$ cat src/hdl/spfl_pkg.sv
// ----------------------------------------------------------------------------
// Sectioned page free list package
// Shared sizes, status codes, command and response types.
// ----------------------------------------------------------------------------
package spfl_pkg;

   localparam int SECTIONS          = 8;
   localparam int SLOTS_PER_SECTION = 1024;
   localparam int QUEUE_DEPTH       = 2;

   localparam int SEC_W   = (SECTIONS > 1) ? $clog2(SECTIONS) : 1;
   localparam int SLOT_W  = $clog2(SLOTS_PER_SECTION);
   localparam int CNT_W   = $clog2(SLOTS_PER_SECTION + 1);
   localparam int CFG_W   = 4;
   localparam int DEPTH   = SECTIONS * SLOTS_PER_SECTION;
   localparam int ADDR_W  = $clog2(DEPTH);
   localparam int QPTR_W  = (QUEUE_DEPTH > 1) ? $clog2(QUEUE_DEPTH) : 1;
   localparam int QCNT_W  = $clog2(QUEUE_DEPTH + 1);

   localparam logic FUNC_ALLOC = 1'b0;
   localparam logic FUNC_FREE  = 1'b1;

   typedef enum logic [1:0] {
      ST_OK,
      ST_NO_PAGE,
      ST_BAD_SECTION,
      ST_FULL
   } status_type;

   typedef struct packed {
      logic              rd;
      logic              wr;
      logic [ADDR_W-1:0] addr;
      status_type        status;
      logic [SEC_W-1:0]  section;
      logic [SLOT_W-1:0] slot;
      logic [CNT_W-1:0]  count;
   } cmd_type;

   typedef struct packed {
      status_type        status;
      logic [SEC_W-1:0]  section;
      logic [SLOT_W-1:0] slot;
      logic [CNT_W-1:0]  count;
   } rsp_type;

   function automatic logic [SLOT_W-1:0] ring_next(input logic [SLOT_W-1:0] p);
      return (p == SLOT_W'(SLOTS_PER_SECTION - 1)) ? '0 : p + SLOT_W'(1);
   endfunction

   function automatic logic [ADDR_W-1:0] slot_addr(input logic [SEC_W-1:0] s,
                                                   input logic [SLOT_W-1:0] p);
      return ADDR_W'(s) * ADDR_W'(SLOTS_PER_SECTION) + ADDR_W'(p);
   endfunction

endpackage

$ cat src/hdl/spfl_front.sv
// ----------------------------------------------------------------------------
// Sectioned page free list front end
// Classifies requests, keeps list pointers and counts, issues commands.
// ----------------------------------------------------------------------------
module spfl_front (
   input  logic                       clock,
   input  logic                       reset,
   input  logic                       csr_wr_en,
   input  logic [spfl_pkg::CFG_W-1:0] csr_wr_data,
   input  logic                       accept,
   input  logic                       func,
   input  logic [spfl_pkg::SEC_W-1:0] free_section,
   input  logic [spfl_pkg::SLOT_W-1:0] free_slot,
   output spfl_pkg::cmd_type          cmd
);

   logic [spfl_pkg::CFG_W-1:0]  sections_in_use_ff;
   logic [spfl_pkg::SLOT_W-1:0] head_ff  [spfl_pkg::SECTIONS];
   logic [spfl_pkg::SLOT_W-1:0] head_in  [spfl_pkg::SECTIONS];
   logic [spfl_pkg::SLOT_W-1:0] tail_ff  [spfl_pkg::SECTIONS];
   logic [spfl_pkg::SLOT_W-1:0] tail_in  [spfl_pkg::SECTIONS];
   logic [spfl_pkg::CNT_W-1:0]  count_ff [spfl_pkg::SECTIONS];
   logic [spfl_pkg::CNT_W-1:0]  count_in [spfl_pkg::SECTIONS];

   logic [spfl_pkg::CFG_W-1:0]  n_eff;
   logic                        found;
   logic [spfl_pkg::SEC_W-1:0]  pick;
   logic [spfl_pkg::SEC_W-1:0]  idx;
   logic [spfl_pkg::CNT_W-1:0]  cnt_sel;
   logic [spfl_pkg::SLOT_W-1:0] head_sel;
   logic [spfl_pkg::SLOT_W-1:0] tail_sel;
   logic                        in_range;
   logic                        full;

   always_comb begin
      n_eff = (sections_in_use_ff > spfl_pkg::CFG_W'(spfl_pkg::SECTIONS)) ?
              spfl_pkg::CFG_W'(spfl_pkg::SECTIONS) : sections_in_use_ff;
      found = 1'b0;
      pick  = '0;
      for (int i = spfl_pkg::SECTIONS - 1; i >= 0; i--) begin
         if ((spfl_pkg::CFG_W'(i) < n_eff) && (count_ff[i] != '0)) begin
            found = 1'b1;
            pick  = spfl_pkg::SEC_W'(i);
         end
      end
      idx      = (func == spfl_pkg::FUNC_FREE) ? free_section : pick;
      cnt_sel  = count_ff[idx];
      head_sel = head_ff[idx];
      tail_sel = tail_ff[idx];
      in_range = spfl_pkg::CFG_W'(free_section) < n_eff;
      full     = cnt_sel >= spfl_pkg::CNT_W'(spfl_pkg::SLOTS_PER_SECTION);
   end

   always_comb begin
      head_in  = head_ff;
      tail_in  = tail_ff;
      count_in = count_ff;
      cmd.rd      = 1'b0;
      cmd.wr      = 1'b0;
      cmd.addr    = '0;
      cmd.status  = spfl_pkg::ST_OK;
      cmd.section = '0;
      cmd.slot    = '0;
      cmd.count   = '0;
      if (func == spfl_pkg::FUNC_ALLOC) begin
         if (found) begin
            cmd.rd      = 1'b1;
            cmd.addr    = spfl_pkg::slot_addr(idx, head_sel);
            cmd.section = idx;
            cmd.count   = cnt_sel - spfl_pkg::CNT_W'(1);
            if (accept) begin
               head_in[idx]  = spfl_pkg::ring_next(head_sel);
               count_in[idx] = cnt_sel - spfl_pkg::CNT_W'(1);
            end
         end else begin
            cmd.status = spfl_pkg::ST_NO_PAGE;
         end
      end else begin
         cmd.section = free_section;
         cmd.slot    = free_slot;
         if (!in_range) begin
            cmd.status = spfl_pkg::ST_BAD_SECTION;
         end else if (full) begin
            cmd.status = spfl_pkg::ST_FULL;
            cmd.count  = cnt_sel;
         end else begin
            cmd.wr    = 1'b1;
            cmd.addr  = spfl_pkg::slot_addr(idx, tail_sel);
            cmd.count = cnt_sel + spfl_pkg::CNT_W'(1);
            if (accept) begin
               tail_in[idx]  = spfl_pkg::ring_next(tail_sel);
               count_in[idx] = cnt_sel + spfl_pkg::CNT_W'(1);
            end
         end
      end
   end

   always_ff @(posedge clock) begin
      if (reset) begin
         sections_in_use_ff <= spfl_pkg::CFG_W'(1);
         for (int i = 0; i < spfl_pkg::SECTIONS; i++) begin
            head_ff[i]  <= '0;
            tail_ff[i]  <= '0;
            count_ff[i] <= '0;
         end
      end else begin
         if (csr_wr_en) begin
            sections_in_use_ff <= csr_wr_data;
         end
         head_ff  <= head_in;
         tail_ff  <= tail_in;
         count_ff <= count_in;
      end
   end

`ifndef NO_ASSERTIONS
   a_count_bound: assert property (@(posedge clock) disable iff (reset)
      count_ff[idx] <= spfl_pkg::CNT_W'(spfl_pkg::SLOTS_PER_SECTION))
      else $error("free count above section capacity");
`endif

endmodule

$ cat config.mk
export PLATFORM = sky130hd
export DESIGN_NAME = spfl_front
export DESIGN_NICKNAME = d
export VERILOG_FILES = /design/src/hdl/spfl_pkg.sv /design/src/hdl/spfl_front.sv
export SDC_FILE = /design/constraint.sdc
export NUM_CORES = 1
export LEC_CHECK = 0
export ABC_CLOCK_PERIOD_IN_PS = 6050
export BUFFER_PORTS_ARGS = -buffer_cell sky130_fd_sc_hd__buf_2
export CAP_MARGIN = 10
export CORE_MARGIN = 3
export CORE_UTILIZATION = 50
export DETAILED_ROUTE_END_ITERATION = 7
export GPL_TIMING_DRIVEN = 0
export HOLD_SLACK_MARGIN = 0.06
export PLACE_DENSITY = 0.67
export SYNTH_ARGS = -nofsm -noshare
export SYNTH_HDL_FRONTEND = slang
export SYNTH_SLANG_ARGS = --single-unit
$ cat constraint.sdc
create_clock -name clock -period 6.05 [get_ports clock]
set_input_delay 0.9075 -clock clock [delete_from_list [all_inputs] [get_ports clock]]
set_output_delay 0.9075 -clock clock [all_outputs]
set_load 0.02 [all_outputs]
## Word level (Yosys, flattened, before mapping)

Index checks and enable logic that the tools add are counted.

| storage, ports and cells | value |
|---|---|
| register bits | 252 |
| latch bits | 0 |
| memory bits (writable) | 0 |
| bits in read-only memories | 0 |
| input bits | 22 |
| output and inout port bits | 41 |
| logic and storage cells | 133 |
| memories kept | 0 |

| cells by class | value |
|---|---|
| $add $sub $neg | 6 |
| multiply operators | 0 |
| divide/modulo/power cells | 0 |
| magnitude comparators | 13 |
| eq/ne operators | 4 |
| shift-type cells | 0 |
| mux-type cells | 59 |
| bitwise gates (word level) | 3 |
| reductions and logical operators | 23 |

Operators with widths:

| cell | count |
|---|---|
| 2-to-1 mux 88 bit | 6 |
| bitwise mux 88 bit | 2 |
| bitwise mux 80 bit | 2 |
| nonzero test 11 bit | 8 |
| 2-to-1 mux 10 bit | 8 |
| 2-to-1 mux 11 bit | 7 |
| binary-select mux 10 bit (select 3 bit) | 2 |
| binary-select mux 11 bit (select 3 bit) | 1 |
| demux 11 bit (select 3 bit) | 1 |
| demux 10 bit (select 3 bit) | 1 |
| 2-to-1 mux 3 bit | 10 |
| 2-to-1 mux 14 bit | 2 |
| adder 13 x 10 -> 13 bit | 2 |
| adder 10 x 1 -> 10 bit (second input constant) | 2 |
| equality test 10 bit (second input constant) | 2 |
| 2-to-1 mux 18 bit | 1 |
| less-than comparator 3 x 4 -> 1 bit (first input constant) | 4 |
| 2-to-1 mux 13 bit | 1 |
| 2-to-1 mux 1 bit | 12 |
| adder 11 x 1 -> 11 bit (second input constant) | 1 |
| greater-or-equal comparator 11 bit (second input constant) | 1 |
| subtractor 11 x 1 -> 11 bit (second input constant) | 1 |
| logical AND 1 bit | 9 |
| less-than comparator 1 x 4 -> 1 bit (first input constant) | 2 |
| other kinds (15) | 20 |

## Depth between registers and ports, before layout

| depth | value |
|---|---|
| word-level depth | 23 |
| mapped depth | 21 |
| depth with buffers taken out | 16 |

## Worst setup path after synthesis

Ideal clock, no wire load.

| timing path | value |
|---|---|
| kind | input-to-output |
| from | in func |
| to | out cmd[8] in the netlist's numbering |
| arrival | 4.535 ns |
| required time | 5.142 ns |
| setup slack | 0.608 ns |
| stages | 17 |
| path buffers | 4 |
| cells stage by stage | buf_2 > nor3_2 > nor2_2 > nor3_4 > nor2_2 > inv_2 > buf_4 > buf_2 > a21oi_1 > a21boi_1 > clkbuf_1 > ha_1 > inv_1 > a211o_1 > nor3_1 > xor2_1 > o22ai_1 |

RTL lines:

| item | RTL line | RTL |
|---|---|---|
| start: declaration | spfl_front.sv:11 | `input logic func,` |
| end: declaration | spfl_front.sv:14 | `output spfl_pkg::cmd_type cmd` |

==> report_table.html <==
<table>
<tr><th>Metric</th><th>Value</th></tr>
<tr><th colspan="2">Setup path</th></tr>
<tr><td>Flop-to-flop setup slack</td><td>0.26 ns</td></tr>
<tr><td>Startpoint types</td><td>flip-flop</td></tr>
<tr><td>Critical path data required time</td><td>5.14 ns</td></tr>
<tr><td>Signal arrival time at the worst endpoint</td><td>5.13 ns</td></tr>
<tr><td>Worst-path fanout max</td><td>10</td></tr>
<tr><td>Path depth of the worst reg2reg path</td><td>20</td></tr>
<tr><td>Type of the setup path with the least slack</td><td>reg -&gt; out</td></tr>
<tr><td>Kind of end point of the critical path</td><td>output pin</td></tr>
<tr><td>Maximum single-stage delay on the critical path</td><td>0.59 ns</td></tr>
<tr><td>R2r endpoint</td><td>tail_ff[68]</td></tr>
<tr><td>Cell-by-cell trace of the critical path</td><td>or4_4 &gt; o32ai_4 &gt; buf_4 &gt; a221oi_4 &gt; o22ai_4 &gt; buf_12 &gt; buf_8 &gt; buf_4 &gt; a31oi_1 &gt; a22oi_1 &gt; a211o_2 &gt; ha_1 &gt; inv_1 &gt; a211o_1 &gt; nor3_1 &gt; xor2_1 &gt; o22ai_1 &gt; buf_2</td></tr>
<tr><td>Endpoint of the worst setup timing path</td><td>cmd[8]</td></tr>
<tr><td>Cell with the largest stage delay on the worst path</td><td>or4_4</td></tr>
<tr><td>Cell occurring most often along the worst timing path</td><td>buf_4</td></tr>
<tr><th colspan="2">Floorplanning</th></tr>
<tr><td>IO Pins</td><td>63</td></tr>
<tr><td>Placement Rows</td><td>59</td></tr>
<tr><td>Core box area</td><td>26400 µm²</td></tr>
<tr><td>Die extent in x</td><td>171 µm</td></tr>
<tr><td>Die outline area</td><td>29100 µm²</td></tr>
<tr><td>Initial standard-cell utilization of the core</td><td>51.5%</td></tr>
<tr><td>Y dimension of the die</td><td>171 µm</td></tr>
<tr><th colspan="2">Timing</th></tr>
<tr><td>Clock period minus final worst setup slack</td><td>6.04 ns</td></tr>
<tr><td>Fin. Hold Viols</td><td>0</td></tr>
<tr><td>Number of max-slew violations in the final report</td><td>0</td></tr>
<tr><td>Final period utilization</td><td>99.8%</td></tr>
<tr><td>Setup-failing EPs final</td><td>0</td></tr>
<tr><td>Worst Skew</td><td>0.0234 ns</td></tr>
<tr><td>Worst rel slew slack</td><td>10.5%</td></tr>
<tr><td>Peak Freq</td><td>166 MHz</td></tr>
<tr><td>Total Neg Setup Slack</td><td>0 ns</td></tr>
<tr><td>Worst slew pin tran</td><td>1.33 ns</td></tr>
<tr><td>Crit path setup slack, layout</td><td>0.0141 ns</td></tr>
<tr><th colspan="2">Placed design</th></tr>
<tr><td>Placement-stage worst setup slack</td><td>-1.03 ns</td></tr>
<tr><td>Final weighted congestion in routability-driven placement</td><td>1.03</td></tr>
<tr><td>Number of port buffers</td><td>59</td></tr>
<tr><td>HPWL reported at the end of detailed placement</td><td>42500 µm</td></tr>
<tr><th colspan="2">Clock network</th></tr>
<tr><td>Clock transition at the registers of the reported paths</td><td>0.06 ns</td></tr>
<tr><td>Sink count of the clock tree</td><td>252</td></tr>
<tr><td>CTS tree</td><td>built</td></tr>
<tr><td>Root Buffer</td><td>clkbuf_16</td></tr>
<tr><td>H-tree depth reported by CTS</td><td>1</td></tr>
<tr><td>Clk_lat worst skew</td><td>0.56 ns</td></tr>
<tr><td>Number of clock buffers inserted by TritonCTS</td><td>28</td></tr>
<tr><td>Count of hold-fix buffers inserted at cts</td><td>0</td></tr>
<tr><td>Clk buf depth</td><td>3</td></tr>
<tr><th colspan="2">Status</th></tr>
<tr><td>Outcome</td><td>finished, final reports clean</td></tr>
<tr><th colspan="2">Synth</th></tr>
<tr><td>Gate count after technology mapping</td><td>1690</td></tr>
<tr><td>Yosys warnings</td><td>0</td></tr>
<tr><td>Share of flip-flops with an asynchronous set or reset</td><td>0%</td></tr>
<tr><td>Synthesized flop and latch total</td><td>252</td></tr>
<tr><td>Area of the mapped netlist</td><td>13600 µm²</td></tr>
<tr><td>Synth Net Count</td><td>1718</td></tr>
<tr><td>Synth cell types</td><td>99</td></tr>
<tr><td>Mean area per synthesized cell</td><td>8.02 µm²</td></tr>
<tr><td>Share of the yosys chip area belonging to registers</td><td>37.2%</td></tr>
<tr><td>Post-synth EDFFs</td><td>0</td></tr>
<tr><td>Ys flop type</td><td>dfxtp_1</td></tr>
<tr><th colspan="2">Layout</th></tr>
<tr><td>Register area</td><td>5040 µm²</td></tr>
<tr><td>Number of nets at the end of the flow</td><td>1825</td></tr>
<tr><td>Area of the multi-input gates</td><td>8150 µm²</td></tr>
<tr><td>Number of fill cells</td><td>2457</td></tr>
<tr><td>Area growth from synthesis to layout</td><td>15.5%</td></tr>
<tr><td>Commonest non-fill, non-tap cell in the layout</td><td>nand2_1</td></tr>
<tr><td>Number of inserted diodes</td><td>0</td></tr>
<tr><td>Share of layout cells above drive strength 1</td><td>14.5%</td></tr>
<tr><td>Commonest non-fill, non-tap cells in the layout</td><td>nand2_1 (286), dfxtp_1 (252), nor2_1 (192), a21oi_1 (99), a211oi_1 (98)</td></tr>
<tr><th colspan="2">Route</th></tr>
<tr><td>Detailed Route WL</td><td>59600 µm</td></tr>
<tr><td>Routed wire per std cell</td><td>27.7 µm</td></tr>
<tr><td>DRT antenna net count</td><td>0</td></tr>
<tr><td>Number of vias in the routed layout</td><td>14440</td></tr>
<tr><td>First-pass iteration count of the detailed router</td><td>6</td></tr>
<tr><td>Number of vias per cell</td><td>6.71</td></tr>
<tr><td>Post-detailed-route DRC marker count</td><td>0</td></tr>
<tr><td>Violation count after the first detailed-routing iteration</td><td>2354</td></tr>
<tr><th colspan="2">Global route</th></tr>
<tr><td>Met2 usage in global routing</td><td>58.1%</td></tr>
<tr><td>Layer with the highest usage after global routing</td><td>met2</td></tr>
<tr><td>Largest net degree at the start of global routing</td><td>20</td></tr>
<tr><td>Global routing met1 resource utilization</td><td>54.5%</td></tr>
<tr><td>Antenna violations before repair</td><td>0</td></tr>
<tr><td>Global-route wire length before repair</td><td>86300 µm</td></tr>
<tr><td>Aggregate global routing overflow</td><td>0</td></tr>
<tr><td>Via count of the first global-routing pass</td><td>13186</td></tr>
<tr><td>GRT Util Overall</td><td>39.5%</td></tr>
<tr><td>GRT met3 Usage</td><td>10.6%</td></tr>
<tr><th colspan="2">Power and ir drop</th></tr>
<tr><td>Largest voltage drop on the vdd net</td><td>0.228 mV</td></tr>
<tr><td>Total power divided by cell area</td><td>396 nW/µm²</td></tr>
<tr><td>Leakage Power</td><td>5.53 nW</td></tr>
<tr><th colspan="2">Flow run</th></tr>
<tr><td>Number of maximum-capacitance violations</td><td>0</td></tr>
<tr><th colspan="2">Hold path</th></tr>
<tr><td>Class of the tightest hold or removal check</td><td>reg -&gt; reg</td></tr>
</table>
[registers in the layout (all words and copies together), names as in the netlist, named ones only]
| signal | cells |
|---|---|
| count_ff | 80 |
| head_ff | 80 |
| tail_ff | 80 |
| sections_in_use_ff | 4 |
[layout make-up]
class,instances,area share (%)
inverter,15,0.391
multi-input combinational,1314,52.0
tap,335,2.68
timing repair buffer,79,2.93
sequential,252,32.2
clock buffer,40,5.41
clock inverter,10,0.687
buffer,107,3.67
[worst max-delay path: cells and delay by family (launching register included)]
kind | cells | cell delay [ns]
AOI/OAI and AO/OA | 8 | 1.83
buffers and inverters | 6 | 1.13
and+or+nand+nor | 2 | 0.82
DFF | 1 | 0.37
adders and majority gates | 1 | 0.22
xor gates and xnor gates | 1 | 0.17
[metal layers]
| layer | wire [µm] | share of wire (%) |
|---|---|---|
| met1 | 23500 | 39 |
| met2 | 24800 | 42 |
| met3 | 7950 | 13 |
| met4 | 3410 | 5.7 |
| met5 | 0 | 0 |
[timing repair]
action	CTS	global route
pin swaps	6	9
gates resized for setup	31	28
endpoints found under the setup margin	97	20
buffers inserted	7	11
[synthesized netlist by cell type (all sizes together), types with 20 or more instances]
master / instances / share of area [%]
nand2: 287 / 7.9
a211oi: 108 / 6.4
nand3: 32 / 1.2
nand3b: 56 / 3.1
o22ai: 32 / 1.6
clkbuf: 61 / 1.7
dfxtp: 252 / 37
nor2: 196 / 5.5
nor3: 58 / 2.5
mux2i: 65 / 4.8
o21ai: 84 / 3.2
xnor2: 20 / 1.5
buf: 48 / 2.2
a21oi: 106 / 4.0
[worst min path at each step]
stage | start | endpoint | slack [ns] | depth (start not counted)
finish | tail_ff[40] | tail_ff[40] | 0.45 | 2
global route | tail_ff[20] | tail_ff[20] | 0.48 | 2
CTS | tail_ff[50] | tail_ff[50] | 0.45 | 2
detailed placement | tail_ff[50] | tail_ff[50] | 0.44 | 2
global placement | tail_ff[40] | tail_ff[40] | 0.44 | 2
floorplan | tail_ff[40] | tail_ff[40] | 0.43 | 2
[stage by stage]
stage | util, % | power [mW] | hold WS (ns) | instances | cell area [µm²]
after floorplan | - | 3.34 | 0.431 | 1690 | 13600
after CTS | 58.7 | 6.01 | 0.453 | 2142 | 15500
after global placement | 54.2 | 4.19 | 0.439 | 2084 | 14300
final | 59.4 | 6.21 | 0.453 | 2152 | 15700
after global routing | 59.4 | 6.34 | 0.476 | 2152 | 15700
after detailed placement | 54.3 | 4.20 | 0.445 | 2086 | 14300
[power breakdown]
| part | total [mW] | internal [mW] | switching (mW) | leakage [nW] |
|---|---|---|---|---|
| Combinational | 2.62 | 0.772 | 1.84 | 3.02 |
| Clock | 1.78 | 1.05 | 0.725 | 0.479 |
| Sequential | 1.81 | 1.73 | 0.0788 | 2.03 |
[cell families (layout without fill, tap and decap cells)]
group / Yosys count / count (layout) / synth area share [%]
xor+xnor: 38 / 38 / 2.65
simple gates: 732 / 732 / 25.4
compound gates: 465 / 465 / 24.3
fa+ha+maj: 6 / 6 / 0.554
mux: 73 / 73 / 5.57
buf+inv: 124 / 251 / 4.34
flops: 252 / 252 / 37.2
No activity file was read; power rests on OpenSTA's default activity.
