`src/hdl/spfl_pkg.sv`:
```
// ----------------------------------------------------------------------------
// Sectioned page free list package
// Shared sizes, status codes, command and response types.
// ----------------------------------------------------------------------------
package spfl_pkg;

   localparam int SECTIONS          = 8;
   localparam int SLOTS_PER_SECTION = 1024;
   localparam int QUEUE_DEPTH       = 2;

   localparam int SEC_W   = (SECTIONS > 1) ? $clog2(SECTIONS) : 1;
   localparam int SLOT_W  = $clog2(SLOTS_PER_SECTION);
   localparam int CNT_W   = $clog2(SLOTS_PER_SECTION + 1);
   localparam int CFG_W   = 4;
   localparam int DEPTH   = SECTIONS * SLOTS_PER_SECTION;
   localparam int ADDR_W  = $clog2(DEPTH);
   localparam int QPTR_W  = (QUEUE_DEPTH > 1) ? $clog2(QUEUE_DEPTH) : 1;
   localparam int QCNT_W  = $clog2(QUEUE_DEPTH + 1);

   localparam logic FUNC_ALLOC = 1'b0;
   localparam logic FUNC_FREE  = 1'b1;

   typedef enum logic [1:0] {
      ST_OK,
      ST_NO_PAGE,
      ST_BAD_SECTION,
      ST_FULL
   } status_type;

   typedef struct packed {
      logic              rd;
      logic              wr;
      logic [ADDR_W-1:0] addr;
      status_type        status;
      logic [SEC_W-1:0]  section;
      logic [SLOT_W-1:0] slot;
      logic [CNT_W-1:0]  count;
   } cmd_type;

   typedef struct packed {
      status_type        status;
      logic [SEC_W-1:0]  section;
      logic [SLOT_W-1:0] slot;
      logic [CNT_W-1:0]  count;
   } rsp_type;

   function automatic logic [SLOT_W-1:0] ring_next(input logic [SLOT_W-1:0] p);
      return (p == SLOT_W'(SLOTS_PER_SECTION - 1)) ? '0 : p + SLOT_W'(1);
   endfunction

   function automatic logic [ADDR_W-1:0] slot_addr(input logic [SEC_W-1:0] s,
                                                   input logic [SLOT_W-1:0] p);
      return ADDR_W'(s) * ADDR_W'(SLOTS_PER_SECTION) + ADDR_W'(p);
   endfunction

endpackage

```
`src/hdl/spfl_queue.sv`:
```
// ----------------------------------------------------------------------------
// Sectioned page free list command queue
// Short FIFO between the front end and the back end.
// ----------------------------------------------------------------------------
module spfl_queue (
   input  logic              clock,
   input  logic              reset,
   input  logic              push,
   input  spfl_pkg::cmd_type push_cmd,
   input  logic              pop,
   output logic              full,
   output logic              empty,
   output spfl_pkg::cmd_type head_cmd
);

   spfl_pkg::cmd_type            entry_ff [spfl_pkg::QUEUE_DEPTH];
   logic [spfl_pkg::QPTR_W-1:0]  wr_ptr_ff;
   logic [spfl_pkg::QPTR_W-1:0]  wr_ptr_in;
   logic [spfl_pkg::QPTR_W-1:0]  rd_ptr_ff;
   logic [spfl_pkg::QPTR_W-1:0]  rd_ptr_in;
   logic [spfl_pkg::QCNT_W-1:0]  cnt_ff;
   logic [spfl_pkg::QCNT_W-1:0]  cnt_in;
   logic                         do_push;
   logic                         do_pop;

   assign full     = cnt_ff == spfl_pkg::QCNT_W'(spfl_pkg::QUEUE_DEPTH);
   assign empty    = cnt_ff == '0;
   assign head_cmd = entry_ff[rd_ptr_ff];
   assign do_push  = push && !full;
   assign do_pop   = pop && !empty;

   always_comb begin
      wr_ptr_in = wr_ptr_ff;
      rd_ptr_in = rd_ptr_ff;
      cnt_in    = cnt_ff;
      if (do_push) begin
         wr_ptr_in = (wr_ptr_ff == spfl_pkg::QPTR_W'(spfl_pkg::QUEUE_DEPTH - 1)) ?
                     '0 : wr_ptr_ff + spfl_pkg::QPTR_W'(1);
      end
      if (do_pop) begin
         rd_ptr_in = (rd_ptr_ff == spfl_pkg::QPTR_W'(spfl_pkg::QUEUE_DEPTH - 1)) ?
                     '0 : rd_ptr_ff + spfl_pkg::QPTR_W'(1);
      end
      if (do_push && !do_pop) begin
         cnt_in = cnt_ff + spfl_pkg::QCNT_W'(1);
      end else if (do_pop && !do_push) begin
         cnt_in = cnt_ff - spfl_pkg::QCNT_W'(1);
      end
   end

   always_ff @(posedge clock) begin
      if (do_push) begin
         entry_ff[wr_ptr_ff] <= push_cmd;
      end
      if (reset) begin
         wr_ptr_ff <= '0;
         rd_ptr_ff <= '0;
         cnt_ff    <= '0;
      end else begin
         wr_ptr_ff <= wr_ptr_in;
         rd_ptr_ff <= rd_ptr_in;
         cnt_ff    <= cnt_in;
      end
   end

endmodule

```
`config.mk`:
```
export PLATFORM = sky130hd
export DESIGN_NAME = spfl_queue
export DESIGN_NICKNAME = d
export VERILOG_FILES = /design/src/hdl/spfl_pkg.sv /design/src/hdl/spfl_queue.sv
export SDC_FILE = /design/constraint.sdc
export NUM_CORES = 1
export LEC_CHECK = 0
export BUFFER_PORTS_ARGS = -buffer_cell sky130_fd_sc_hd__buf_2
export CORE_MARGIN = 2
export CORE_UTILIZATION = 40
export CTS_BUF_LIST = sky130_fd_sc_hd__clkbuf_4 sky130_fd_sc_hd__clkbuf_8
export DETAILED_ROUTE_END_ITERATION = 10
export PLACE_DENSITY_LB_ADDON = 0.15
export SETUP_SLACK_MARGIN = 0.15
export SYNTH_ARGS = -nofsm -noshare
export SYNTH_HDL_FRONTEND = slang
export SYNTH_SLANG_ARGS = --single-unit
```
`constraint.sdc`:
```
create_clock -name clock -period 4.01 [get_ports clock]
set_input_delay 0 -clock clock [delete_from_list [all_inputs] [get_ports clock]]
set_output_delay 0 -clock clock [all_outputs]
set_load 0.01 [all_outputs]
```
## Word level (Yosys, flattened, before mapping)

Memory sizes are Yosys's and may differ from the RTL's. A register that Yosys moved wholly into a read port is not among the register bits.
Cells that the tools add are included.

| storage, ports and cells | value |
|---|---|
| bits in registers | 4 |
| memory bits (writable) | 82 |
| input bits | 45 |
| output and inout port bits | 43 |
| logic and storage cells | 27 |
| memories kept | 1 |

| cells by class | value |
|---|---|
| add/subtract/negate cells | 4 |
| equality and inequality tests | 1 |
| muxes and demuxes | 8 |
| reductions and logical operators | 10 |

Memory list:

| name | depth | width | rd ports | clocked after memory_dff | write ports | RTL line | text |
|---|---|---|---|---|---|---|---|
| entry_ff | 2 | 41 | 1 | 1 | 1 | spfl_queue.sv:16 | `spfl_pkg::cmd_type entry_ff [spfl_pkg::QUEUE_DEPTH];` |

Operators with widths:

| kind | count |
|---|---|
| $mux 1 | 6 |
| $logic_and 1x1->1 | 4 |
| $logic_not 1->1 | 4 |
| $mux 2 | 2 |
| $add 1x1->1 const B | 2 |
| $add 2x1->2 const B | 1 |
| $eq 2x2->1 const B | 1 |
| $logic_not 2->1 | 1 |
| $reduce_bool 2->1 | 1 |
| $sub 2x1->2 const B | 1 |

## Depth between registers and ports, before layout

Gate-level depths: netlist of run 1.

| logic depth | value |
|---|---|
| depth after elaboration | 7 |
| depth in mapped cells | 6 |
| mapped depth without buffers | 6 |

## Worst setup path after synthesis of run 1

OpenSTA, ideal clock, no wires.

| timing path | value |
|---|---|
| path kind | register to register |
| from | reg cnt_ff[1] (netlist name) |
| to | mem entry_ff[0][0] (netlist name), enable pin |
| library setup time | 0.395 ns |
| arrival time | 1.636 ns |
| required time | 3.615 ns |
| path slack | 1.978 ns |
| cell stages (with the launch flop) | 4 |
| buffers on the path | 0 |
| clock period less this slack | 2.032 ns |
| cells stage by stage | dfxtp_1 nor2b_2 or3_1 inv_1 |

| between the ends | value |
|---|---|
| word-level cells in the longest chain between the ends | 5 |

RTL lines:

| element | RTL line | text |
|---|---|---|
| start, declared | spfl_queue.sv:21 | `logic [spfl_pkg::QCNT_W-1:0] cnt_ff;` |
| start signal, assigned | spfl_queue.sv:62 | `cnt_ff <= cnt_in;` |
| $eq 2x2->1 | spfl_queue.sv:26 | `assign full = cnt_ff == spfl_pkg::QCNT_W'(spfl_pkg::QUEUE_DEPTH);` |
| via full | spfl_queue.sv:11 | `output logic full,` |
| $logic_not 1->1 | spfl_queue.sv:29 | `assign do_push = push && !full;` |
| $logic_and 1x1->1 | spfl_queue.sv:29 |  |
| $mux 1 | spfl_queue.sv:52 | `if (do_push) begin` |
| $mux 1 (implied by the code) | spfl_queue.sv:53 | `entry_ff[wr_ptr_ff] <= push_cmd;` |
| end, declared | spfl_queue.sv:16 |  |

The timed path passes the listed nets, and every way through them passes these cells.

## Final worst setup path of run 1

| timing path | value |
|---|---|
| from | reg cnt_ff[1] (netlist name) |
| to | mem entry_ff[0][36] (netlist name), enable pin |

| between the ends | value |
|---|---|
| word-level cells in the longest chain between the ends | 5 |

RTL lines:

| element | RTL line |
|---|---|
| $eq 2x2->1 | spfl_queue.sv:26 |
| $logic_not 1->1 | spfl_queue.sv:29 |
| $logic_and 1x1->1 | spfl_queue.sv:29 |
| $mux 1 | spfl_queue.sv:52 |
| $mux 1 (implied by the code) | spfl_queue.sv:53 |

No other way between the ends.

==> results of run 1 <==
-- area by class of cell --
| type | instances | area (um2) | area share [%] |
|---|---|---|---|
| sequential | 87 | 2560 | 59.0 |
| timing repair buffer | 130 | 863 | 19.9 |
| multi-input combinational | 59 | 573 | 13.2 |
| clock buffer | 11 | 139 | 3.20 |
| tap | 102 | 128 | 2.94 |
| clock inverter | 4 | 71.3 | 1.64 |
| inverter | 2 | 7.51 | 0.173 |
-- report_power, final --
| part | leakage (nW) | switching (W) | internal, W |
|---|---|---|---|
| Combinational | 0.729 | 0.000280 | 0.000307 |
| Sequential | 0.807 | 0.0000889 | 0.00115 |
| Clock | 0.104 | 0.000276 | 0.000360 |
| Total | 1.64 | 0.000645 | 0.00181 |
-- final timing paths --
kind	from	end	slack, ns
worst min-delay path	push	wr_ptr_ff$_SDFFE_PP0P_	0.05
worst min register to register	wr_ptr_ff$_SDFFE_PP0P_	wr_ptr_ff$_SDFFE_PP0P_	0.50
worst max-delay path	cnt_ff[1]$_SDFFE_PP0P_	entry_ff[0][36]$_DFFE_PP_	1.62
worst max register to register	cnt_ff[1]$_SDFFE_PP0P_	entry_ff[0][36]$_DFFE_PP_	1.62
-- sequential cells by signal, summed over array words and instances, names as in the netlist, named ones only --
| name | count |
|---|---|
| entry_ff | 82 |
| cnt_ff | 2 |
| rd_ptr_ff | 1 |
| wr_ptr_ff | 1 |
-- placed cells by master, fill, tap and decap left out, drive strengths merged, types with 2 or more instances in the layout --
cell          n
nor2          5
mux2         41
dfxtp         5
buf          88
clkinv        2
edfxtp       82
o21ai         3
dlygate4sd3  42
or3           2
a21oi         2
bufinv        2
xor2          3
clkbuf       11
-- stage by stage --
step / utilization (%) / total power, W
after global placement: 48.3 / 0.00182
after CTS: 56.5 / 0.00249
after floorplan: - / 0.00159
after global routing: 56.5 / 0.00258
after detailed placement: 48.3 / 0.00182
final: 56.5 / 0.00246
-- logic make-up (layout without fill, tap and decap cells) --
| kind of cell | after synthesis | after routing |
|---|---|---|
| and+or+nand+nor | 9 | 9 |
| xor gates and xnor gates | 3 | 3 |
| AOI/OAI and AO/OA | 5 | 5 |
| muxes | 41 | 41 |
| adders and majority gates | 1 | 1 |
| buffers and inverters | 7 | 147 |
| DFF | 87 | 87 |
-- metal layers --
| metal | vias to the layer above | wire, um | global-route usage [%] |
|---|---|---|---|
| met1 | 861 | 2240 | 15.1 |
| li1 | 863 | - | - |
| met5 | - | 0 | 0 |
| met4 | 0 | 93 | 6.62 |
| met2 | 63 | 2990 | 23.7 |
| met3 | 7 | 314 | 3.63 |
-- tightest hold or removal path, cell delays in order --
cell,delay (ns)
sky130_fd_sc_hd__buf_2,0.07
sky130_fd_sc_hd__inv_1,0.05
sky130_fd_sc_hd__o21ai_0,0.15
sky130_fd_sc_hd__a21oi_1,0.07
==> reports/summary.md, run 1 <==
Clocking
• **number of buffers between clock root and the deepest sink** 2
• **CTS tree** built
• **insertion delay to the later sink of the worst-skew pair** 0.34 ns
• **CTS Root Buffer Type** sky130_fd_sc_hd__clkbuf_8
• **clock sink count** 87
• **Post-CTS Setup Bufs** 0
• **number of H-tree levels** 3
• **cells resized by post-CTS repair** 0
• **number of hold-repair buffers added at the cts stage** 42
• **total clock buffers created by CTS** 9
• **clock transition time at the flip-flop clock pins of the worst setup and hold paths** 0.08 ns

Finish
• **number of fill cells in the layout** 654
• **number of nets in the finished design** 335
• **area grow syn2layout** 37.2%
• **antenna diode instance count** 0
• **final cell area excluding filler cells** 0.00435 mm2
• **Finished Layout Cells** 395
• **share of post-route cells with drive strength above 1** 48.8%

Yosys
• **fraction of synthesized cell area in xor and xnor cells** 0.830%
• **number of register bits inferred by synthesis** 87
• **largest area contributor in the synthesized netlist** sky130_fd_sc_hd__edfxtp_1
• **post-synthesis adder-cell area fraction** 0.395%
• **Yosys warnings** 0
• **Syn Area/Cell** 20.7 um2
• **number of cells produced by synthesis** 153
• **multiplexer share of the synthesized area** 14.6%
• **number of library cell types mapped by synthesis** 14
• **Compound-Gate Fraction of Synth Area** 0.790%
• **share of synthesized area occupied by flip-flops and latches** 80.9%
• **area of the mapped netlist** 0.00317 mm2
• **dominant combinational cell family by area after synthesis** multiplexers
• **post-synth top area share** 77.8%
• **syn_nets** 199
• **most frequently used flop master after synthesis** sky130_fd_sc_hd__edfxtp_1
• **top post-synthesis cells by count** 82 x sky130_fd_sc_hd__edfxtp_1, 38 x sky130_fd_sc_hd__mux2_2, 5 x sky130_fd_sc_hd__buf_2, 5 x sky130_fd_sc_hd__dfxtp_1, 5 x sky130_fd_sc_hd__nor2_1
• **top cells by area in the synthesized netlist** sky130_fd_sc_hd__edfxtp_1 78%, sky130_fd_sc_hd__mux2_2 14%, sky130_fd_sc_hd__dfxtp_1 3.2%
• **area fraction in and, or, nand and nor cells after synthesis** 1.46%
• **share of flip-flops with an asynchronous set or reset after synthesis** 0%
• **most common cell in the synthesized netlist** sky130_fd_sc_hd__edfxtp_1
• **number of enable flip-flop cells after synthesis** 82

Drt
• **DR iter-0 viols** 44
• **via count of the routed design** 1,794
• **final routed wirelength across all metal layers** 5.64 mm
• **number of optimization iterations in the first detailed-route pass** 4
• **Wirelength per Cell** 14.3 um
• **Avg Vias per Cell** 4.54
• **DRT antenna net count** 0
• **Residual DRC** 0

Power
• **Worst IR Drop VDD** 0.249 mV
• **cell area power density** 565 mW/mm2
• **leakage** 1.64 nW

Timing
• **setup repair after global routing missed its margin** false
• **smallest setup slack after layout** 1.62 ns
• **count of final hold-check violations** 0
• **final worst path period share** 59.5%
• **smallest hold slack** 0.0465 ns
• **post-layout min period** 2.39 ns
• **Worst Tran Pin Value** 1.09 ns
• **fin. max-slew vios** 0
• **FMAX** 419 MHz
• **clock skew** 0.00449 ns
• **final sum of negative setup slack** 0 ns
• **Max-slew headroom** 26.9%
• **setup violation total in the final timing report** 0

Die
• **starting utilization of the core area** 41.2%
• **Die X-Extent** 93.0 um
• **Core ar.** 0.00769 mm2
• **die area** 0.00864 mm2
• **Row Count** 32
• **I/O pin total** 88
• **vertical extent of the die** 93.0 um

Worst setup path
• **CP Cell Sequence** nor2b_2 > or3_1 > clkinv_1 > buf_4
• **critical setup path kind** reg -> reg
• **top fanout value on the critical path** 30
• **data required time of the worst path** 4.10 ns
• **buffering stage count on the worst path with inverters included** 2
• **maximum single-stage delay on the critical path** 0.83 ns
• **signal arrival time at the worst endpoint** 2.47 ns
• **count of cell instances traversed by the critical path** 4
• **critical path startpoint category** register
• **Crit-path slowest cell** sky130_fd_sc_hd__clkinv_1
• **cells on worst reg2reg path** 4
• **cell type group with the largest total delay on the critical path** buffers and inverters
• **crit path capture type** register

Global routing
• **Congestion Overflow GR** 0
• **initial antenna violation count** 0
• **first-pass GRT wire length** 8.68 mm
• **total track usage** 13.5%
• **via count of the first global-routing pass** 1,882
• **pin count of the biggest net entering global routing** 42

Place
• **DP Worst Slack** 1.59 ns
• **number of buffers inserted by port buffering** 87
• **HPWL reported at the end of detailed placement** 3.34 mm
• **cell count after placement** 338
• **gp weighted congestion** 0.696
• **placement-stage cell area** 0.00371 mm2

Run status
• **outcome** finished clean

Min path
• **Worst Hold Path Cells** 4
• **type of the tightest min-delay check** in -> reg

Flow run
• **number of maximum-capacitance constraint violations** 0

(Power assumes the default switching activity.)
==> run 2, diff against run 1 <==
clock period = 2.36 ns   (was 4.01 ns; I/O delays follow)
==> reports/summary.md, run 2 (synthesized netlist as in run 1, its figures left out) <==
Finish
• **Top Registers** entry_ff: 82 flops, cnt_ff: 2 flops
• **commonest non-fill, non-tap cell in the layout** sky130_fd_sc_hd__buf_2
• **area grow syn2layout** 38.3%
• **share of post-route cells with drive strength above 1** 50.0%
• **antenna diode instance count** 0
• **most used cells in the layout excluding fill and tap cells** 87 x sky130_fd_sc_hd__buf_2, 82 x sky130_fd_sc_hd__edfxtp_1, 42 x sky130_fd_sc_hd__dlygate4sd3_1
• **number of fill cells in the layout** 636
• **flip-flop count of the largest register, all copies and words added** 82
• **area used by sequential logic in the layout** 0.00256 mm2
• **multi-input combinational cell area** 573 um2
• **number of nets in the finished design** 339
• **register ranked first by flip-flop count** entry_ff

Worst setup path
• **top fanout value on the critical path** 20
• **data required time of the worst path** 2.39 ns
• **crit path capture type** register
• **minimum setup slack among reg-to-reg paths** 0.60 ns
• **critical path startpoint category** register
• **critical setup path kind** reg -> reg
• **signal arrival time at the worst endpoint** 1.79 ns

Timing
• **setup violation total in the final timing report** 0
• **clock skew** 0.0114 ns
• **fin. max-slew vios** 0
• **post-layout min period** 1.76 ns
• **Max-slew headroom** 67.2%
• **final worst path period share** 74.4%
• **setup repair after global routing missed its margin** false
• **Worst Tran Pin Value** 0.492 ns
• **final sum of negative setup slack** 0 ns
• **smallest setup slack after layout** 0.603 ns
• **count of final hold-check violations** 0
• **FMAX** 569 MHz

Flow run
• **number of maximum-capacitance constraint violations** 0

Global routing
• **first-pass GRT wire length** 8.76 mm
• **initial antenna violation count** 0
• **Congestion Overflow GR** 0
• **pin count of the biggest net entering global routing** 24
• **via count of the first global-routing pass** 1,795
• **total track usage** 13.5%

Clocking
• **total clock buffers created by CTS** 9
• **CTS tree** built
• **CTS Root Buffer Type** sky130_fd_sc_hd__clkbuf_8
• **cells resized by post-CTS repair** 0
• **clock transition time at the flip-flop clock pins of the worst setup and hold paths** 0.09 ns
• **Post-CTS Setup Bufs** 0
• **number of H-tree levels** 3
• **clock sink count** 87
• **insertion delay to the later sink of the worst-skew pair** 0.33 ns
• **number of buffers between clock root and the deepest sink** 2

Drt
• **number of optimization iterations in the first detailed-route pass** 4
• **Wirelength per Cell** 13.9 um
• **DRT antenna net count** 0
• **Avg Vias per Cell** 4.43
• **via count of the routed design** 1,770
• **final routed wirelength across all metal layers** 5.56 mm
• **Residual DRC** 0
• **DR iter-0 viols** 81

Power
• **Internal Pwr Total** 0.00302 W
• **proportion of power drawn by the clock network** 24.4%
• **switching portion of total power** 26.9%
• **net switching power of the design** 0.00111 W
• **Worst IR Drop VDD** 0.403 mV
• **cell area power density** 944 mW/mm2
• **leakage** 1.67 nW
• **part of the total power dissipated in sequential elements** 49.4%
• **relative contribution of combinational cells to total power** 26.2%

Die
• **Die X-Extent** 93.0 um
• **Core ar.** 0.00769 mm2
• **vertical extent of the die** 93.0 um
• **Row Count** 32
• **die area** 0.00864 mm2
• **starting utilization of the core area** 41.2%
• **I/O pin total** 88

Place
• **gp weighted congestion** 0.693
• **HPWL reported at the end of detailed placement** 3.51 mm
• **number of buffers inserted by port buffering** 87
• **DP Worst Slack** 0.586 ns

Min path
• **type of the tightest min-delay check** in -> reg

Run status
• **outcome** finished clean

[run 2: stage by stage]
step	instance area [um2]	hold WS, ns	instances	power (W)	util, %
finish	4380	0.0389	400	0.00414	57.0
global route	4380	0.0633	400	0.00437	57.0
CTS	4380	0.0201	400	0.00420	57.0
detailed placement	3760	0.191	342	0.00313	48.9
global placement	3760	0.188	342	0.00312	48.9
floorplan	3170	0.0691	153	0.00270	-
[run 2: power by group through the flow]
stage	combinational, W	sequential (W)	clock [W]
after floorplan	0.000682	0.00202	0
after global placement	0.00105	0.00207	0
after detailed placement	0.00104	0.00208	0
after CTS	0.00111	0.00205	0.00105
after global routing	0.00119	0.00207	0.00111
final	0.00109	0.00204	0.00101
[run 2: layer usage]
| layer | vias to the layer above | routed length, um | global-route usage, % |
|---|---|---|---|
| li1 | 872 | - | - |
| met2 | 53 | 2760 | 22.3 |
| met3 | 4 | 282 | 3.14 |
| met1 | 841 | 2470 | 17.1 |
| met5 | - | 0 | 0 |
| met4 | 0 | 44 | 5.88 |
[run 2: final cells by class]
cell class / count / share of cell area [%]
flip-flops and latches: 87 / 58.5
repair buffers: 134 / 20.7
multi-input cells: 59 / 13.1
clock buffers: 11 / 3.31
well taps: 102 / 2.91
clock inverters: 5 / 1.31
inverters: 2 / 0.171
[run 2: critical path: stages (launching register included)]
cell and delay [ns]:
sky130_fd_sc_hd__dfxtp_1 0.43, sky130_fd_sc_hd__nor2b_2 0.08, sky130_fd_sc_hd__nor2_1 0.14, sky130_fd_sc_hd__and2_2 0.48
sky130_fd_sc_hd__buf_4 0.30
[run 2: repair_timing]
action | CTS | global route
endpoints found under the setup margin | 0 | 0
hold buffers | 42 | 0
hold endpoints to repair | 87 | 0
[run 2: final timing paths]
| kind | from | endpoint | cells after the start |
|---|---|---|---|
| worst max-delay path | cnt_ff[0]$_SDFFE_PP0P_ | entry_ff[1][35]$_DFFE_PP_ | 4 |
| worst min-delay path | push | wr_ptr_ff$_SDFFE_PP0P_ | 4 |
| worst max register to register | cnt_ff[0]$_SDFFE_PP0P_ | entry_ff[1][35]$_DFFE_PP_ | 4 |
| worst min register to register | wr_ptr_ff$_SDFFE_PP0P_ | wr_ptr_ff$_SDFFE_PP0P_ | 2 |
==> run 3, diff against run 2 <==
clock period = 1.6 ns   (was 2.36 ns; I/O delays follow)
==> reports/summary.md, run 3 (synthesized netlist as in run 1, its figures left out) <==
Run status
• **outcome** finished clean

Finish
• **area grow syn2layout** 44.2%
• **final cell area excluding filler cells** 0.00457 mm2
• **most used cells in the layout excluding fill and tap cells** 87 x sky130_fd_sc_hd__buf_2, 82 x sky130_fd_sc_hd__edfxtp_1, 42 x sky130_fd_sc_hd__dlygate4sd3_1
• **antenna diode instance count** 0
• **flip-flop count of the largest register, all copies and words added** 82
• **register ranked first by flip-flop count** entry_ff
• **Top Registers** entry_ff: 82 flops, cnt_ff: 2 flops
• **number of fill cells in the layout** 616
• **Finished Layout Cells** 408
• **commonest non-fill, non-tap cell in the layout** sky130_fd_sc_hd__buf_2
• **share of post-route cells with drive strength above 1** 52.9%
• **number of nets in the finished design** 348

Die
• **Die X-Extent** 93.0 um
• **Core ar.** 0.00769 mm2
• **Row Count** 32
• **I/O pin total** 88
• **vertical extent of the die** 93.0 um
• **die area** 0.00864 mm2
• **starting utilization of the core area** 41.2%

Power
• **leakage** 1.74 nW
• **cell area power density** 1430 mW/mm2
• **final total power** 0.00654 W
• **Worst IR Drop VDD** 0.802 mV

Place
• **number of buffers inserted by port buffering** 87
• **HPWL reported at the end of detailed placement** 3.57 mm
• **placement-stage cell area** 0.00383 mm2
• **cell count after placement** 343
• **gp weighted congestion** 0.675

Worst setup path
• **critical path startpoint category** register
• **top fanout value on the critical path** 3
• **crit path capture type** register
• **data required time of the worst path** 1.88 ns
• **signal arrival time at the worst endpoint** 1.73 ns
• **critical setup path kind** reg -> reg
• **cells on worst reg2reg path** 6

Global routing
• **via count of the first global-routing pass** 1,902
• **first-pass GRT wire length** 9.01 mm
• **pin count of the biggest net entering global routing** 24
• **total track usage** 14.1%
• **initial antenna violation count** 0
• **Congestion Overflow GR** 0

Clocking
• **clock sink count** 87
• **number of H-tree levels** 3
• **CTS tree** built
• **number of buffers between clock root and the deepest sink** 2
• **CTS Root Buffer Type** sky130_fd_sc_hd__clkbuf_8
• **clock transition time at the flip-flop clock pins of the worst setup and hold paths** 0.08 ns
• **total clock buffers created by CTS** 9
• **insertion delay to the later sink of the worst-skew pair** 0.34 ns

Drt
• **final routed wirelength across all metal layers** 6.15 mm
• **number of optimization iterations in the first detailed-route pass** 4
• **Residual DRC** 0
• **Avg Vias per Cell** 4.56
• **met1 layer wirelength in the final routing** 2.53 mm
• **via count of the routed design** 1,860
• **met3 routed wirelength** 333 um
• **Wirelength per Cell** 15.1 um
• **DRT antenna net count** 0
• **sum of met2 wire segment lengths after detailed routing** 3.17 mm
• **highest metal layer with signal wires** met4
• **DR iter-0 viols** 49

Flow run
• **number of maximum-capacitance constraint violations** 0

Min path
• **Worst Hold Path Cells** 4
• **type of the tightest min-delay check** in -> reg

Timing
• **setup violation total in the final timing report** 0
• **Worst Tran Pin Value** 0.210 ns
• **setup repair after global routing missed its margin** true
• **Max-slew headroom** 85.9%
• **post-layout min period** 1.46 ns
• **fin. max-slew vios** 0
• **final worst path period share** 91.0%
• **FMAX** 687 MHz
• **count of final hold-check violations** 0
• **clock skew** 0.00586 ns

[run 3: cell count changes in the layout (fill, tap and decap cells not counted), moves of 2 or more]
cell | previous run | this run
sky130_fd_sc_hd__buf_12 | 1 | 5
sky130_fd_sc_hd__clkinv_4 | 2 | 0
sky130_fd_sc_hd__o21ai_0 | 3 | 1
sky130_fd_sc_hd__clkbuf_16 | 0 | 2
sky130_fd_sc_hd__dfxtp_4 | 0 | 2
sky130_fd_sc_hd__buf_4 | 4 | 6
sky130_fd_sc_hd__dfxtp_1 | 4 | 2
sky130_fd_sc_hd__o21ai_1 | 0 | 2
[run 3: repair_timing]
| item | CTS | global route |
|---|---|---|
| buffers inserted | 2 | 4 |
| gates cloned | 0 | 2 |
| resized for setup | 3 | 4 |
| hold buffers | 42 | 0 |
| setup endpoints to repair | 57 | 72 |
| endpoints found under the hold margin | 87 | 0 |
| pin swaps | 1 | 2 |
[run 3: layout make-up]
| cell class | count | area [um2] | area share [%] |
|---|---|---|---|
| sequential | 87 | 2570 | 56.3 |
| tap | 102 | 128 | 2.79 |
| timing repair buffer | 143 | 1060 | 23.3 |
| clock buffer | 10 | 131 | 2.88 |
| inverter | 2 | 11.3 | 0.247 |
| clock inverter | 5 | 73.8 | 1.62 |
| multi-input combinational | 59 | 589 | 12.9 |
[run 3: worst paths after layout]
check | from | endpoint | slack, ns
worst max-delay path | cnt_ff[1]$_SDFFE_PP0P_ | cnt_ff[1]$_SDFFE_PP0P_ | 0.14
worst min-delay path | push | wr_ptr_ff$_SDFFE_PP0P_ | 0.04
worst max register to register | cnt_ff[1]$_SDFFE_PP0P_ | cnt_ff[1]$_SDFFE_PP0P_ | 0.14
worst min register to register | wr_ptr_ff$_SDFFE_PP0P_ | wr_ptr_ff$_SDFFE_PP0P_ | 0.50
[run 3: routing by layer]
metal	global-route usage, %	vias up
met5	0	-
met2	24.8	58
li1	-	889
met1	15.7	902
met3	3.87	11
met4	6.99	0
[run 3: through the flow]
stage                     utilization [%]  worst slack [ns]  hold slack, ns  setup TNS [ns]
after CTS                            58.3             0.127          0.0255               0
after global placement               49.8             0.128           0.188               0
after floorplan                         -           -0.0105          0.0617          -0.432
after global routing                 59.4            0.0982          0.0601               0
after detailed placement             49.8             0.111           0.191               0
final                                59.4             0.144          0.0438               0
[run 3: power breakdown]
| group | total, W | internal [W] | switching, W |
|---|---|---|---|
| Clock | 0.00159 | 0.000878 | 0.000710 |
| Sequential | 0.00299 | 0.00287 | 0.000117 |
| Combinational | 0.00196 | 0.00105 | 0.000913 |
| Total | 0.00654 | 0.00480 | 0.00174 |
[run 3: critical path: stages (launching register included)]
cell                      delay, ns
sky130_fd_sc_hd__dfxtp_2       0.35
sky130_fd_sc_hd__nor2b_4       0.16
sky130_fd_sc_hd__nor2_1        0.07
sky130_fd_sc_hd__ha_2          0.17
sky130_fd_sc_hd__xor2_1        0.15
sky130_fd_sc_hd__or3_1         0.38
sky130_fd_sc_hd__a21oi_2       0.11
